## config.mk

```make
export PLATFORM = sky130hd
export DESIGN_NAME = texture_slice_offset
export DESIGN_NICKNAME = d
export VERILOG_FILES = /design/src/hdl/tso_pkg.sv /design/src/hdl/texture_slice_offset.sv /design/src/hdl/tso_mul.sv /design/src/hdl/tso_dpath.sv /design/src/hdl/tso_ctrl.sv
export SDC_FILE = /design/constraint.sdc
export NUM_CORES = 2
export LEC_CHECK = 0
export ABC_AREA = 1
export BUFFER_PORTS_ARGS = -buffer_cell sky130_fd_sc_hd__buf_4
export CAP_MARGIN = 20
export CORE_AREA = 2 2 556 282
export DETAILED_ROUTE_END_ITERATION = 8
export DIE_AREA = 0 0 558 284
export HOLD_SLACK_MARGIN = 0.06
export SLEW_MARGIN = 20
export SYNTH_ARGS = -nofsm -noshare
export SYNTH_HDL_FRONTEND = slang
export SYNTH_SLANG_ARGS = --single-unit
```

## constraint.sdc

```tcl
create_clock -name clk -period 15.9 [get_ports clk]
set_input_delay 1.59 -clock clk [delete_from_list [all_inputs] [get_ports clk]]
set_output_delay 1.59 -clock clk [all_outputs]
set_load 0.05 [all_outputs]
```

## src/hdl/tso_pkg.sv

```systemverilog
`default_nettype none
// ----------------------------------------------------------------------------
// tso_pkg: shared types and constants for texture_slice_offset
// Payload words, configuration register indexes, multiply operation codes and
// the controller/datapath command and status groups.
// ----------------------------------------------------------------------------
package tso_pkg;

  // largest number of stored mip levels that the level loop will walk
  localparam int MAX_MIP_LEVELS = 16;

  // width of the offset field in a result word
  localparam int OUT_OFFSET_W = 48;

  // block sizes of the two compressed classes
  localparam logic [4:0] BLK8_BYTES  = 5'd8;
  localparam logic [4:0] BLK16_BYTES = 5'd16;

  // format class codes
  localparam logic [2:0] FMT_BPP1  = 3'd0;
  localparam logic [2:0] FMT_BPP2  = 3'd1;
  localparam logic [2:0] FMT_BPP3  = 3'd2;
  localparam logic [2:0] FMT_BPP4  = 3'd3;
  localparam logic [2:0] FMT_BPP8  = 3'd4;
  // first block-compressed format class
  localparam logic [2:0] FMT_BLK8  = 3'd5;
  localparam logic [2:0] FMT_BLK16 = 3'd6;

  // input word
  typedef struct packed {
    logic [3:0]  mip_level;
    logic [15:0] frame_index;
    logic [2:0]  face_index;
    logic [15:0] depth_slice;
  } tso_in_t;

  // result word
  typedef struct packed {
    logic [OUT_OFFSET_W-1:0] byte_offset;
    logic                    overflow;
  } tso_out_t;

  // configuration register indexes
  localparam logic [2:0] CFG_FORMAT_CLASS = 3'd0;
  localparam logic [2:0] CFG_BASE_WIDTH   = 3'd1;
  localparam logic [2:0] CFG_BASE_HEIGHT  = 3'd2;
  localparam logic [2:0] CFG_BASE_DEPTH   = 3'd3;
  localparam logic [2:0] CFG_FACE_COUNT   = 3'd4;
  localparam logic [2:0] CFG_FRAME_COUNT  = 3'd5;
  localparam logic [2:0] CFG_MIP_COUNT    = 3'd6;

  // configuration reset values
  localparam logic [2:0]  RST_FORMAT_CLASS = 3'd3;
  localparam logic [15:0] RST_BASE_EXTENT  = 16'd1;
  localparam logic [2:0]  RST_FACE_COUNT   = 3'd1;
  localparam logic [15:0] RST_FRAME_COUNT  = 16'd1;
  localparam logic [4:0]  RST_MIP_COUNT    = 5'd1;

  // multiply operations, each with its operands and destination
  typedef logic [2:0] tso_op_t;
  localparam tso_op_t MOP_WH        = 3'd0;  // width x height -> slice
  localparam tso_op_t MOP_BPP       = 3'd1;  // slice x bytes per unit -> slice
  localparam tso_op_t MOP_DEPTH     = 3'd2;  // slice x depth -> face
  localparam tso_op_t MOP_FACES     = 3'd3;  // face x face count -> frame
  localparam tso_op_t MOP_FRAMES    = 3'd4;  // frame x frame count -> acc
  localparam tso_op_t MOP_FRAME_IDX = 3'd5;  // frame x frame index -> acc
  localparam tso_op_t MOP_FACE_IDX  = 3'd6;  // face x face index -> acc
  localparam tso_op_t MOP_DEPTH_IDX = 3'd7;  // slice x depth slice -> acc

  // controller to datapath
  typedef struct packed {
    logic    load;        // capture input word, clear acc, start above wanted level
    logic    go;          // launch a multiply
    tso_op_t op;          // which multiply
    logic    set_wanted;  // move level counter to the wanted level
    logic    lvl_inc;     // step to the next smaller level
    logic    out_fire;    // present the result word
  } tso_cmd_t;

  // datapath to controller
  typedef struct packed {
    logic mul_done;   // multiply result written this cycle
    logic lvl_more;   // level counter below stored level count
  } tso_sts_t;

  // bytes per pixel, or per block for the compressed classes
  function automatic logic [4:0] fmt_scale(input logic [2:0] fmt);
    logic [4:0] s;
    case (fmt)
      FMT_BPP1: s = 5'd1;
      FMT_BPP2: s = 5'd2;
      FMT_BPP3: s = 5'd3;
      FMT_BPP4: s = 5'd4;
      FMT_BPP8: s = 5'd8;
      FMT_BLK8: s = BLK8_BYTES;
      default:  s = BLK16_BYTES;
    endcase
    return s;
  endfunction

endpackage
`default_nettype wire

```

## src/hdl/texture_slice_offset.sv

```systemverilog
`default_nettype none
// ----------------------------------------------------------------------------
// texture_slice_offset: byte offset of one 2-D slice in a mip-chained texture
// Sums the sizes of all smaller stored levels, then frame, face and slice
// strides of the wanted level, saturating at 2^OFFSET_BITS-1.
//
//   channel   ports                              handshake
//   input     start, busy, in_data               taken when start && !busy
//   result    out_valid, out_data                one-cycle strobe, no stall
//   config    cfg_we, cfg_idx, cfg_wdata         written when cfg_we
//
// One word at a time. Every size is built by one shared 32x16 multiplier
// that takes one 32-bit piece of its wide operand per cycle; an operand has
// ceil(OFFSET_BITS/32) pieces. Each smaller level walked takes five
// multiplies and the wanted level seven.
// Reset brings configuration to its defaults and the sequencer to idle;
// the result strobe is never held off.
// ----------------------------------------------------------------------------
module texture_slice_offset
  import tso_pkg::*;
#(
  parameter int OFFSET_BITS = 48
) (
  input  wire logic        clk,
  input  wire logic        rst_n,
  input  wire logic        start,
  output logic             busy,
  input  wire tso_in_t     in_data,
  output logic             out_valid,
  output tso_out_t         out_data,
  input  wire logic        cfg_we,
  input  wire logic [2:0]  cfg_idx,
  input  wire logic [15:0] cfg_wdata
);

  tso_cmd_t cmd;
  tso_sts_t sts;

  tso_ctrl u_ctrl (
    .clk   (clk),
    .rst_n (rst_n),
    .start (start),
    .sts   (sts),
    .cmd   (cmd),
    .busy  (busy)
  );

  tso_dpath #(
    .OFFSET_BITS(OFFSET_BITS)
  ) u_dpath (
    .clk       (clk),
    .rst_n     (rst_n),
    .in_data   (in_data),
    .cfg_we    (cfg_we),
    .cfg_idx   (cfg_idx),
    .cfg_wdata (cfg_wdata),
    .cmd       (cmd),
    .sts       (sts),
    .out_valid (out_valid),
    .out_data  (out_data)
  );

endmodule
`default_nettype wire

```

## src/hdl/tso_mul.sv

```systemverilog
`default_nettype none
// ----------------------------------------------------------------------------
// tso_mul: saturating multi-cycle multiplier
// Multiplies a saturating offset value by a 16-bit factor, one 32-bit piece of
// the wide operand per cycle, and clamps the product at the offset cap.
// ----------------------------------------------------------------------------
module tso_mul
  import tso_pkg::*;
#(
  parameter int OFFSET_BITS = 48
) (
  input  wire logic                   clk,
  input  wire logic                   rst_n,
  input  wire logic                   go,
  input  wire logic [OFFSET_BITS-1:0] a_v,
  input  wire logic                   a_ovf,
  input  wire logic [15:0]            b,
  output logic                        done,
  output logic [OFFSET_BITS-1:0]      res_v,
  output logic                        res_ovf
);

  localparam int NPC = (OFFSET_BITS + 31) / 32;
  localparam int AW  = NPC * 32;
  localparam int PW  = AW + 16;
  localparam int CW  = $clog2(NPC + 1);

  logic [AW-1:0] a_sh_r;
  logic [15:0]   b_r;
  logic [PW-1:0] prod_r, prod_nxt;
  logic [CW-1:0] cnt_r;
  logic          zero_r, aovf_r;
  logic          run_r, done_r;
  logic [47:0]   pp;
  logic          hi_set;

  // one partial product per cycle, most significant piece first
  assign pp       = a_sh_r[AW-1 -: 32] * b_r;
  assign prod_nxt = (prod_r << 32) + PW'(pp);

  // control
  always_ff @(posedge clk) begin
    if (!rst_n) begin
      run_r  <= 1'b0;
      done_r <= 1'b0;
    end else begin
      done_r <= 1'b0;
      if (go) begin
        run_r <= 1'b1;
      end else if (run_r && cnt_r == CW'(1)) begin
        run_r  <= 1'b0;
        done_r <= 1'b1;
      end
    end
  end

  // operand and product registers
  always_ff @(posedge clk) begin
    if (go) begin
      a_sh_r <= AW'(a_v);
      b_r    <= b;
      prod_r <= '0;
      cnt_r  <= CW'(NPC);
      zero_r <= (a_v == '0) || (b == '0);
      aovf_r <= a_ovf;
    end else if (run_r) begin
      a_sh_r <= a_sh_r << 32;
      prod_r <= prod_nxt;
      cnt_r  <= cnt_r - CW'(1);
    end
  end

  // clamp at the cap; a zero operand clears any earlier overflow
  assign hi_set  = |prod_r[PW-1:OFFSET_BITS];
  assign res_ovf = !zero_r && (aovf_r || hi_set);
  assign res_v   = zero_r  ? '0 :
                   res_ovf ? {OFFSET_BITS{1'b1}} : prod_r[OFFSET_BITS-1:0];
  assign done    = done_r;

endmodule
`default_nettype wire

```

## src/hdl/tso_dpath.sv

```systemverilog
`default_nettype none
// ----------------------------------------------------------------------------
// tso_dpath: offset datapath
// Holds configuration, the current word, level extents, slice/face/frame
// sizes and the saturating offset accumulator around one shared multiplier.
// ----------------------------------------------------------------------------
module tso_dpath
  import tso_pkg::*;
#(
  parameter int OFFSET_BITS = 48
) (
  input  wire logic     clk,
  input  wire logic     rst_n,
  input  wire tso_in_t  in_data,
  input  wire logic     cfg_we,
  input  wire logic [2:0]  cfg_idx,
  input  wire logic [15:0] cfg_wdata,
  input  wire tso_cmd_t cmd,
  output tso_sts_t      sts,
  output logic          out_valid,
  output tso_out_t      out_data
);

  localparam int EW = (OFFSET_BITS > OUT_OFFSET_W) ? OFFSET_BITS : OUT_OFFSET_W;

  // configuration registers
  logic [2:0]  fmt_r;
  logic [15:0] base_w_r, base_h_r, base_d_r;
  logic [2:0]  face_cnt_r;
  logic [15:0] frame_cnt_r;
  logic [4:0]  mip_cnt_r;

  // current word
  logic [3:0]  want_lvl_r;
  logic [15:0] frame_idx_r;
  logic [2:0]  face_idx_r;
  logic [15:0] depth_idx_r;

  logic [4:0]  lvl_r;
  tso_op_t     op_r;

  logic [OFFSET_BITS-1:0] slice_v_r, face_v_r, frame_v_r, acc_v_r;
  logic                   slice_o_r, face_o_r, frame_o_r, acc_o_r;

  logic                   out_valid_r;
  tso_out_t               out_data_r;

  logic [15:0] ext_w, ext_h, ext_d, sh_w, sh_h, sh_d;
  logic [16:0] bw_sum, bh_sum;
  logic [15:0] blk_w, blk_h, opnd_w, opnd_h;
  logic [4:0]  levels;

  logic [OFFSET_BITS-1:0] mul_a;
  logic                   mul_aovf;
  logic [15:0]            mul_b;
  logic                   mul_done;
  logic [OFFSET_BITS-1:0] mul_v;
  logic                   mul_ovf;

  logic [OFFSET_BITS:0]   sum;
  logic                   add_ovf;
  logic [EW-1:0]          acc_ext;

  // configuration writes
  always_ff @(posedge clk) begin
    if (!rst_n) begin
      fmt_r       <= RST_FORMAT_CLASS;
      base_w_r    <= RST_BASE_EXTENT;
      base_h_r    <= RST_BASE_EXTENT;
      base_d_r    <= RST_BASE_EXTENT;
      face_cnt_r  <= RST_FACE_COUNT;
      frame_cnt_r <= RST_FRAME_COUNT;
      mip_cnt_r   <= RST_MIP_COUNT;
    end else if (cfg_we) begin
      case (cfg_idx)
        CFG_FORMAT_CLASS: fmt_r       <= cfg_wdata[2:0];
        CFG_BASE_WIDTH:   base_w_r    <= cfg_wdata;
        CFG_BASE_HEIGHT:  base_h_r    <= cfg_wdata;
        CFG_BASE_DEPTH:   base_d_r    <= cfg_wdata;
        CFG_FACE_COUNT:   face_cnt_r  <= cfg_wdata[2:0];
        CFG_FRAME_COUNT:  frame_cnt_r <= cfg_wdata;
        CFG_MIP_COUNT:    mip_cnt_r   <= cfg_wdata[4:0];
        default: ;
      endcase
    end
  end

  // extents of the current level, each at least one
  assign sh_w  = base_w_r >> lvl_r;
  assign sh_h  = base_h_r >> lvl_r;
  assign sh_d  = base_d_r >> lvl_r;
  assign ext_w = (sh_w == '0) ? 16'd1 : sh_w;
  assign ext_h = (sh_h == '0) ? 16'd1 : sh_h;
  assign ext_d = (sh_d == '0) ? 16'd1 : sh_d;

  // block counts, at least one 4x4 block each way
  assign bw_sum = {1'b0, ext_w} + 17'd3;
  assign bh_sum = {1'b0, ext_h} + 17'd3;
  assign blk_w  = (ext_w < 16'd4) ? 16'd1 : {1'b0, bw_sum[16:2]};
  assign blk_h  = (ext_h < 16'd4) ? 16'd1 : {1'b0, bh_sum[16:2]};
  assign opnd_w = (fmt_r >= FMT_BLK8) ? blk_w : ext_w;
  assign opnd_h = (fmt_r >= FMT_BLK8) ? blk_h : ext_h;

  // stored levels, clamped
  assign levels = (mip_cnt_r > 5'(MAX_MIP_LEVELS)) ? 5'(MAX_MIP_LEVELS) : mip_cnt_r;

  // multiplier operand select
  always_comb begin
    mul_a    = slice_v_r;
    mul_aovf = slice_o_r;
    mul_b    = depth_idx_r;
    case (cmd.op)
      MOP_WH: begin
        mul_a    = OFFSET_BITS'(opnd_w);
        mul_aovf = 1'b0;
        mul_b    = opnd_h;
      end
      MOP_BPP:   mul_b = 16'(fmt_scale(fmt_r));
      MOP_DEPTH: mul_b = ext_d;
      MOP_FACES: begin
        mul_a    = face_v_r;
        mul_aovf = face_o_r;
        mul_b    = 16'(face_cnt_r);
      end
      MOP_FRAMES: begin
        mul_a    = frame_v_r;
        mul_aovf = frame_o_r;
        mul_b    = frame_cnt_r;
      end
      MOP_FRAME_IDX: begin
        mul_a    = frame_v_r;
        mul_aovf = frame_o_r;
        mul_b    = frame_idx_r;
      end
      MOP_FACE_IDX: begin
        mul_a    = face_v_r;
        mul_aovf = face_o_r;
        mul_b    = 16'(face_idx_r);
      end
      default: mul_b = depth_idx_r;
    endcase
  end

  tso_mul #(
    .OFFSET_BITS(OFFSET_BITS)
  ) u_mul (
    .clk     (clk),
    .rst_n   (rst_n),
    .go      (cmd.go),
    .a_v     (mul_a),
    .a_ovf   (mul_aovf),
    .b       (mul_b),
    .done    (mul_done),
    .res_v   (mul_v),
    .res_ovf (mul_ovf)
  );

  // saturating add into the accumulator
  assign sum     = {1'b0, acc_v_r} + {1'b0, mul_v};
  assign add_ovf = acc_o_r || mul_ovf || sum[OFFSET_BITS];

  // level counter
  always_ff @(posedge clk) begin
    if (!rst_n) begin
      lvl_r <= '0;
    end else if (cmd.load) begin
      lvl_r <= {1'b0, in_data.mip_level} + 5'd1;
    end else if (cmd.set_wanted) begin
      lvl_r <= {1'b0, want_lvl_r};
    end else if (cmd.lvl_inc) begin
      lvl_r <= lvl_r + 5'd1;
    end
  end

  // word capture, operation latch and size registers
  always_ff @(posedge clk) begin
    if (cmd.load) begin
      want_lvl_r  <= in_data.mip_level;
      frame_idx_r <= in_data.frame_index;
      face_idx_r  <= in_data.face_index;
      depth_idx_r <= in_data.depth_slice;
      acc_v_r     <= '0;
      acc_o_r     <= 1'b0;
    end
    if (cmd.go) begin
      op_r <= cmd.op;
    end
    if (mul_done) begin
      case (op_r)
        MOP_WH, MOP_BPP: begin
          slice_v_r <= mul_v;
          slice_o_r <= mul_ovf;
        end
        MOP_DEPTH: begin
          face_v_r <= mul_v;
          face_o_r <= mul_ovf;
        end
        MOP_FACES: begin
          frame_v_r <= mul_v;
          frame_o_r <= mul_ovf;
        end
        default: begin
          acc_v_r <= add_ovf ? {OFFSET_BITS{1'b1}} : sum[OFFSET_BITS-1:0];
          acc_o_r <= add_ovf;
        end
      endcase
    end
  end

  // result word
  assign acc_ext = EW'(acc_v_r);

  always_ff @(posedge clk) begin
    if (!rst_n) begin
      out_valid_r <= 1'b0;
    end else begin
      out_valid_r <= cmd.out_fire;
    end
  end

  always_ff @(posedge clk) begin
    if (cmd.out_fire) begin
      out_data_r.byte_offset <= acc_ext[OUT_OFFSET_W-1:0];
      out_data_r.overflow    <= acc_o_r;
    end
  end

  assign sts.mul_done = mul_done;
  assign sts.lvl_more = lvl_r < levels;
  assign out_valid    = out_valid_r;
  assign out_data     = out_data_r;

endmodule
`default_nettype wire

```

## src/hdl/tso_ctrl.sv

```systemverilog
`default_nettype none
// ----------------------------------------------------------------------------
// tso_ctrl: offset sequencer
// Walks the smaller levels and then the wanted level, issuing one multiply
// at a time to the datapath and firing the result word at the end.
// ----------------------------------------------------------------------------
module tso_ctrl
  import tso_pkg::*;
(
  input  wire logic     clk,
  input  wire logic     rst_n,
  input  wire logic     start,
  input  wire tso_sts_t sts,
  output tso_cmd_t      cmd,
  output logic          busy
);

  localparam logic [2:0] ST_IDLE  = 3'd0;
  localparam logic [2:0] ST_CHECK = 3'd1;
  localparam logic [2:0] ST_ISSUE = 3'd2;
  localparam logic [2:0] ST_WAIT  = 3'd3;
  localparam logic [2:0] ST_OUT   = 3'd4;

  logic [2:0] state_r, state_nxt;
  tso_op_t    op_r, op_nxt;
  logic       wanted_r, wanted_nxt;

  // next state and commands
  always_comb begin
    state_nxt  = state_r;
    op_nxt     = op_r;
    wanted_nxt = wanted_r;
    cmd        = '0;
    cmd.op     = op_r;
    case (state_r)
      ST_IDLE: begin
        if (start) begin
          cmd.load   = 1'b1;
          wanted_nxt = 1'b0;
          state_nxt  = ST_CHECK;
        end
      end
      // either another smaller level or on to the wanted one
      ST_CHECK: begin
        op_nxt    = MOP_WH;
        state_nxt = ST_ISSUE;
        if (!sts.lvl_more) begin
          cmd.set_wanted = 1'b1;
          wanted_nxt     = 1'b1;
        end
      end
      ST_ISSUE: begin
        cmd.go    = 1'b1;
        state_nxt = ST_WAIT;
      end
      ST_WAIT: begin
        if (sts.mul_done) begin
          state_nxt = ST_ISSUE;
          case (op_r)
            MOP_WH:        op_nxt = MOP_BPP;
            MOP_BPP:       op_nxt = MOP_DEPTH;
            MOP_DEPTH:     op_nxt = MOP_FACES;
            MOP_FACES:     op_nxt = wanted_r ? MOP_FRAME_IDX : MOP_FRAMES;
            MOP_FRAMES: begin
              cmd.lvl_inc = 1'b1;
              state_nxt   = ST_CHECK;
            end
            MOP_FRAME_IDX: op_nxt = MOP_FACE_IDX;
            MOP_FACE_IDX:  op_nxt = MOP_DEPTH_IDX;
            default:       state_nxt = ST_OUT;
          endcase
        end
      end
      ST_OUT: begin
        cmd.out_fire = 1'b1;
        state_nxt    = ST_IDLE;
      end
      default: state_nxt = ST_IDLE;
    endcase
  end

  always_ff @(posedge clk) begin
    if (!rst_n) begin
      state_r  <= ST_IDLE;
      op_r     <= MOP_WH;
      wanted_r <= 1'b0;
    end else begin
      state_r  <= state_nxt;
      op_r     <= op_nxt;
      wanted_r <= wanted_nxt;
    end
  end

  assign busy = (state_r != ST_IDLE);

endmodule
`default_nettype wire

```

# After elaboration in Yosys (flattened, before gate mapping)
# Index checks and enable logic that the tools add are counted.
# totals
regBits	541
latchBits	0
ram_bits	0
mem_bits_ro	0
input_bits	62
out_inout_bits	51
word_cells	175
mem_count	0
# classes
addsub	7
n_mul	1
n_div	0
magnitude_cmp	5
n_eq_ne	29
n_shift	3
mux	49
n_bitwise	1
reduce_logical	44
# op_table
cell	count
two-way mux 48 bit	8
one-hot mux 48 bit (3 select lines)	1
one-hot mux 16 bit (7 select lines)	1
adder 80 x 48 -> 80 bit	1
two-way mux 16 bit	5
zero test 16 bit	4
adder 48 x 48 -> 49 bit	1
zero test 48 bit	1
multiplier 32 x 16 -> 48 bit	1
>> shifter 16 x 5 -> 16 bit	3
adder 16 x 2 -> 17 bit (second input constant)	2
< comparator 16 x 3 -> 1 bit (second input constant)	2
OR reduction 32 bit	1
equality test 3 x 2 -> 1 bit (second input constant)	10
two-way mux 15 bit	2
equality test 3 bit (second input constant)	9
one-hot mux 5 bit (5 select lines)	1
AND reduction 2 bit	11
two-way mux 5 bit	4
two-way mux 1 bit	18
one-hot mux 3 bit (6 select lines)	1
equality test 3 x 1 -> 1 bit (second input constant)	5
zero test 3 bit	5
one-hot mux 3 bit (2 select lines)	2
other kinds (24)	40

# Logic depth before layout (Yosys ltp)
# logic_depth
depth_word	10
depth_mapped	30
depth_no_buf	28

# Modules after synthesis
# Synthesis repeated with hierarchy kept, for this count alone.
# hier_totals
hier_cells	6206
area_unflattened_um2	46957.5
# modules_own_cells
mod	n_inst	cells_per_inst	area_per_inst_um2	seq_area_each_um2
tso_mul	1	3766	26882.0	3983.8
tso_dpath	1	2371	19630.1	9749.4
tso_ctrl	1	69	445.4	140.1

# Least setup slack after synthesis
# No wires, ideal clock.
# synth_path
path_type	register to register
from	register u_dpath.u_mul.a_sh_r[62]
to	register u_dpath.u_mul.prod_r[75]
setup_ns	0.128
arrival_ns	5.969
required_time_ns	15.772
setup_slack_ns	9.803
path_stages_with_launch	28
n_path_buf	2
synth_period_minus_slack_ns	6.097
cell_sequence	dfxtp_1 > clkbuf_1 > clkbuf_1 > nand2_1 > fa_1 > inv_1 > fa_1 > inv_1 > fa_1 > inv_1 > fa_1 > fa_1 > inv_1 > fa_1 > inv_1 > ha_1 > nand2_1 > nor2_1 > inv_1 > nor2_1 > nand2_1 > o21ai_0 > a21oi_1 > o21ai_1 > nand2_1 > nor4_1 > xor2_1 > a21oi_1
# synth_between
elab_chain_cells	2
# synth_rtl
item	line_no	text
from (decl)	tso_mul.sv:28	logic [AW-1:0] a_sh_r;
from (signal assigned)	tso_mul.sv:60	a_sh_r <= AW'(a_v);
from (signal assigned)	tso_mul.sv:67	a_sh_r <= a_sh_r << 32;
multiplier 32 x 16 -> 48 bit	tso_mul.sv:38	assign pp = a_sh_r[AW-1 -: 32] * b_r;
adder 80 x 48 -> 80 bit	tso_mul.sv:39	assign prod_nxt = (prod_r << 32) + PW'(pp);
to (signal assigned)	tso_mul.sv:68	prod_r <= prod_nxt;
to (decl)	tso_mul.sv:30	logic [PW-1:0] prod_r, prod_nxt;
# No other way between the ends.
# A chain may end at the register's enable or synchronous reset.

# Worst setup path after layout
# layout_path
from	register u_dpath.u_mul.a_sh_r[39]
to	register u_dpath.u_mul.prod_r[65]
# Same word-level chain as after synthesis.

==> results.py <==
metrics = {
    "timing": {
        "hold_viol": 0,
        "relSlewSlack_pct": 15.1,
        "layout_min_cycle_time_ns": 8.05,
        "worst_pin_slew_ns": 1.27,
        "finalSetupTns_ns": 0,
        "slew_viol_final": 0,
        "skew_ns": 0.0658,
        "post-route-period-util_pct": 50.7,
        "setup_viol": 0,
        "fmax_mhz": 124,
        "rsz0062_at_grt": "false",
    },
    "floorplan": {
        "dieHeight_microns": 284,
        "fp.coreArea_sq_mm": 0.154,
        "io_pins": 113,
        "start_util_pct": 29.8,
        "die_x_microns": 558,
        "row_count": 102,
        "die-area_sq_mm": 0.158,
    },
    "setup_path": {
        "start_kind": "flop",
        "cp_max_fo": 16,
        "worstPathRequired_ns": 16.46,
        "critPathArrivalTime_ns": 8.62,
        "critPathCaptureType": "flop",
        "critPathKind": "flop to flop",
    },
    "synthesis": {
        "muxShareOfSynthArea_pct": 0.0712,
        "synth_top_family_by_area": "adder cells",
        "syn_nets": 6487,
        "yosysSeqAreaShare_pct": 30.3,
        "netlist_area_sq_mm": 0.0457,
        "syn_area_per_cell_sq_um": 7.91,
        "yosys_warnings": 0,
        "synth-simple-area-share_pct": 18.5,
        "ys.flop_type": "edfxtp_1",
        "synth_compound_area_share_pct": 11.6,
        "synth_edf_count": 304,
        "ys_types": 72,
        "async_reset_ff_share_pct": 0,
        "ys_ff_latch": 541,
        "yosys.area_share.xor_xnor_pct": 1.82,
        "synth-adder-area-share_pct": 24.7,
        "synthCells": 5783,
    },
    "route": {
        "wl_per_cell_microns": 20.7,
        "antenna_left": 0,
        "dr.pass1.iters": 6,
        "via_count": 39500,
        "drtIter0Drc": 4938,
        "remaining_drc_errors": 0,
        "routed_wl_microns": 163000,
        "viasPerCell": 5.02,
    },
    "min_path": {
        "hold_class": "flop to flop",
    },
    "placed_design": {
        "portBuffers": 112,
        "hpwl_microns": 128000,
        "place.gp.congestion": 1.03,
    },
    "clock_network": {
        "cts.reportedPaths.clkPinSlew_ns": 0.07,
        "cts.path.max_buffers": 3,
        "cts_resized": 0,
        "cts-root-buf": "clkbuf_16",
        "hold_buffers": 0,
        "cts_tree": "done",
        "cts.sink_count": 541,
        "clock_latency_ns": 0.68,
        "post_cts_buffers": 0,
        "numCtsBuffers": 50,
        "h-tree-depth": 2,
    },
    "cells_and_area": {
        "drive_gt1_share_pct": 6.85,
        "final_nets": 6459,
        "finalCoreUtilization_pct": 32.9,
        "area_growth_pct": 10.4,
    },
    "flow_run": {
        "cap_violations": 0,
    },
    "global_route": {
        "grt_max_degree": 85,
        "grt_pass1_wl_microns": 246000,
        "antenna_found_initial": 7,
        "globalRoute.totalOverflow": 0,
        "grtUsageTotal_pct": 20.5,
        "grt_pass1_vias": 37300,
    },
    "run_status": {
        "outcome": "completed",
    },
}
worst max-delay path: stages, from the launching register on:
cell and delay (ns):
edfxtp_1 0.99, nand2_1 0.19, fa_1 0.57, inv_1 0.06, fa_1 0.57, fa_1 0.44
fa_1 0.46, fa_1 0.54, inv_1 0.07, fa_1 0.49, inv_1 0.05, ha_1 0.36
nand2_1 0.12, nor2_1 0.62, inv_1 0.09, o21ai_1 0.84, nand3_1 0.24, a31oi_1 0.66
inv_1 0.14, o21ai_0 0.19, nand3_1 0.10, o211ai_1 0.14, inv_1 0.06
synthesized netlist by cell type, drive strengths merged (12+ instances only):
cell       n  share of area [%]
a31oi     93                1.3
nor3      40               0.44
inv     1281                 11
xnor2     45               0.86
buf       45               0.60
o211ai    28               0.47
nand3    204                2.3
dfxtp    237                 10
a21boi    21               0.34
o21a      12               0.20
nand2   1181                9.9
o21ai    337                3.8
or2       25               0.34
a22oi     53               0.87
xor2      50               0.96
a21oi    300                3.3
edfxtp   304                 20
nor4      26               0.36
nand4     46               0.63
ha       207                5.7
clkbuf   209                1.7
fa       435                 19
nor2     510                4.3
per-layer routing:
metal  vias to the layer above  track usage (%)  wire length, microns
li1                      18000                -                     -
met1                     19200             34.3                 81400
met2                      2181             23.2                 54500
met3                       123             8.79                 25800
met4                         4             2.10                  1480
met5                         -                0                    34
cells in the final DEF, fill, tap and decap left out, drive strengths merged, types with 12 or more instances in the layout:
cell type and instances:
inv 1291, nand2 1181, nor2 510, fa 435, o21ai 337, edfxtp 304, a21oi 300, dfxtp 237
ha 207, nand3 204, buf 173, a31oi 93, clkbuf 61, a22oi 53, xor2 50, nand4 46
xnor2 45, nor3 40, o211ai 28, nor4 26, or2 25, a21boi 21, clkinv 18, o21a 12
cell type report:
type / count / area [sq um]
fill: 16200 / 103000
multi-input combinational: 3704 / 26000
sequential: 541 / 13900
inverter: 1284 / 4840
tap: 2080 / 2600
clock buffer: 60 / 1370
timing repair buffer: 174 / 1310
clock inverter: 34 / 445
antenna: 1 / 2.50
cells by family after synthesis:
group                      after synthesis
and+or+nand+nor                       2047
buffers and inverters                 1538
AOI/OAI and AO/OA                      918
adders and majority gates              642
DFF                                    541
xor gates and xnor gates                95
muxes                                    2
path summary, 6_finish.rpt:
| path | startpoint | endpoint | slack (ns) | depth (start not counted) |
|---|---|---|---|---|
| setup / recovery | u_dpath.u_mul.a_sh_r[39]$_DFFE_PP_ | u_dpath.u_mul.prod_r[65]$_SDFFE_PP0P_ | 7.85 | 22 |
| hold / removal | u_dpath.frame_cnt_r[15]$_SDFFE_PN0P_ | u_dpath.frame_cnt_r[15]$_SDFFE_PN0P_ | 0.45 | 2 |
| setup reg to reg | u_dpath.u_mul.a_sh_r[39]$_DFFE_PP_ | u_dpath.u_mul.prod_r[65]$_SDFFE_PP0P_ | 7.85 | 22 |
| hold reg to reg | u_dpath.frame_cnt_r[15]$_SDFFE_PN0P_ | u_dpath.frame_cnt_r[15]$_SDFFE_PN0P_ | 0.45 | 2 |
state kept, by name (all words and copies together), names as in the netlist, 4 cells and up:
name	flops
u_dpath.mip_cnt_r	5
u_dpath.depth_idx_r	16
u_dpath.face_v_r	48
u_dpath.out_data	49
u_dpath.u_mul.a_sh_r	64
u_dpath.frame_cnt_r	16
u_dpath.lvl_r	5
u_dpath.base_w_r	16
u_dpath.acc_ext	48
u_dpath.base_d_r	16
u_dpath.base_h_r	16
u_dpath.u_mul.prod_r	80
u_dpath.frame_v_r	48
u_dpath.slice_v_r	48
u_dpath.frame_idx_r	16
u_dpath.want_lvl_r	4
u_dpath.u_mul.b_r	16
stage by stage:
stage / hold WS [ns] / setup WS, ns / std cells / area (sq um)
4_1_cts: 0.456 / 8.07 / 7875 / 50400
2_1_floorplan: 0.403 / 9.80 / 5783 / 45700
5_1_grt: 0.462 / 7.57 / 7877 / 50500
3_5_place_dp: 0.440 / 8.06 / 7781 / 48600
6_report: 0.453 / 7.85 / 7878 / 50500
3_3_place_gp: 0.426 / 8.08 / 7781 / 48600
Power is not shown: default switching activity piles up to over one toggle a cycle in this logic, so the estimate is an artifact.
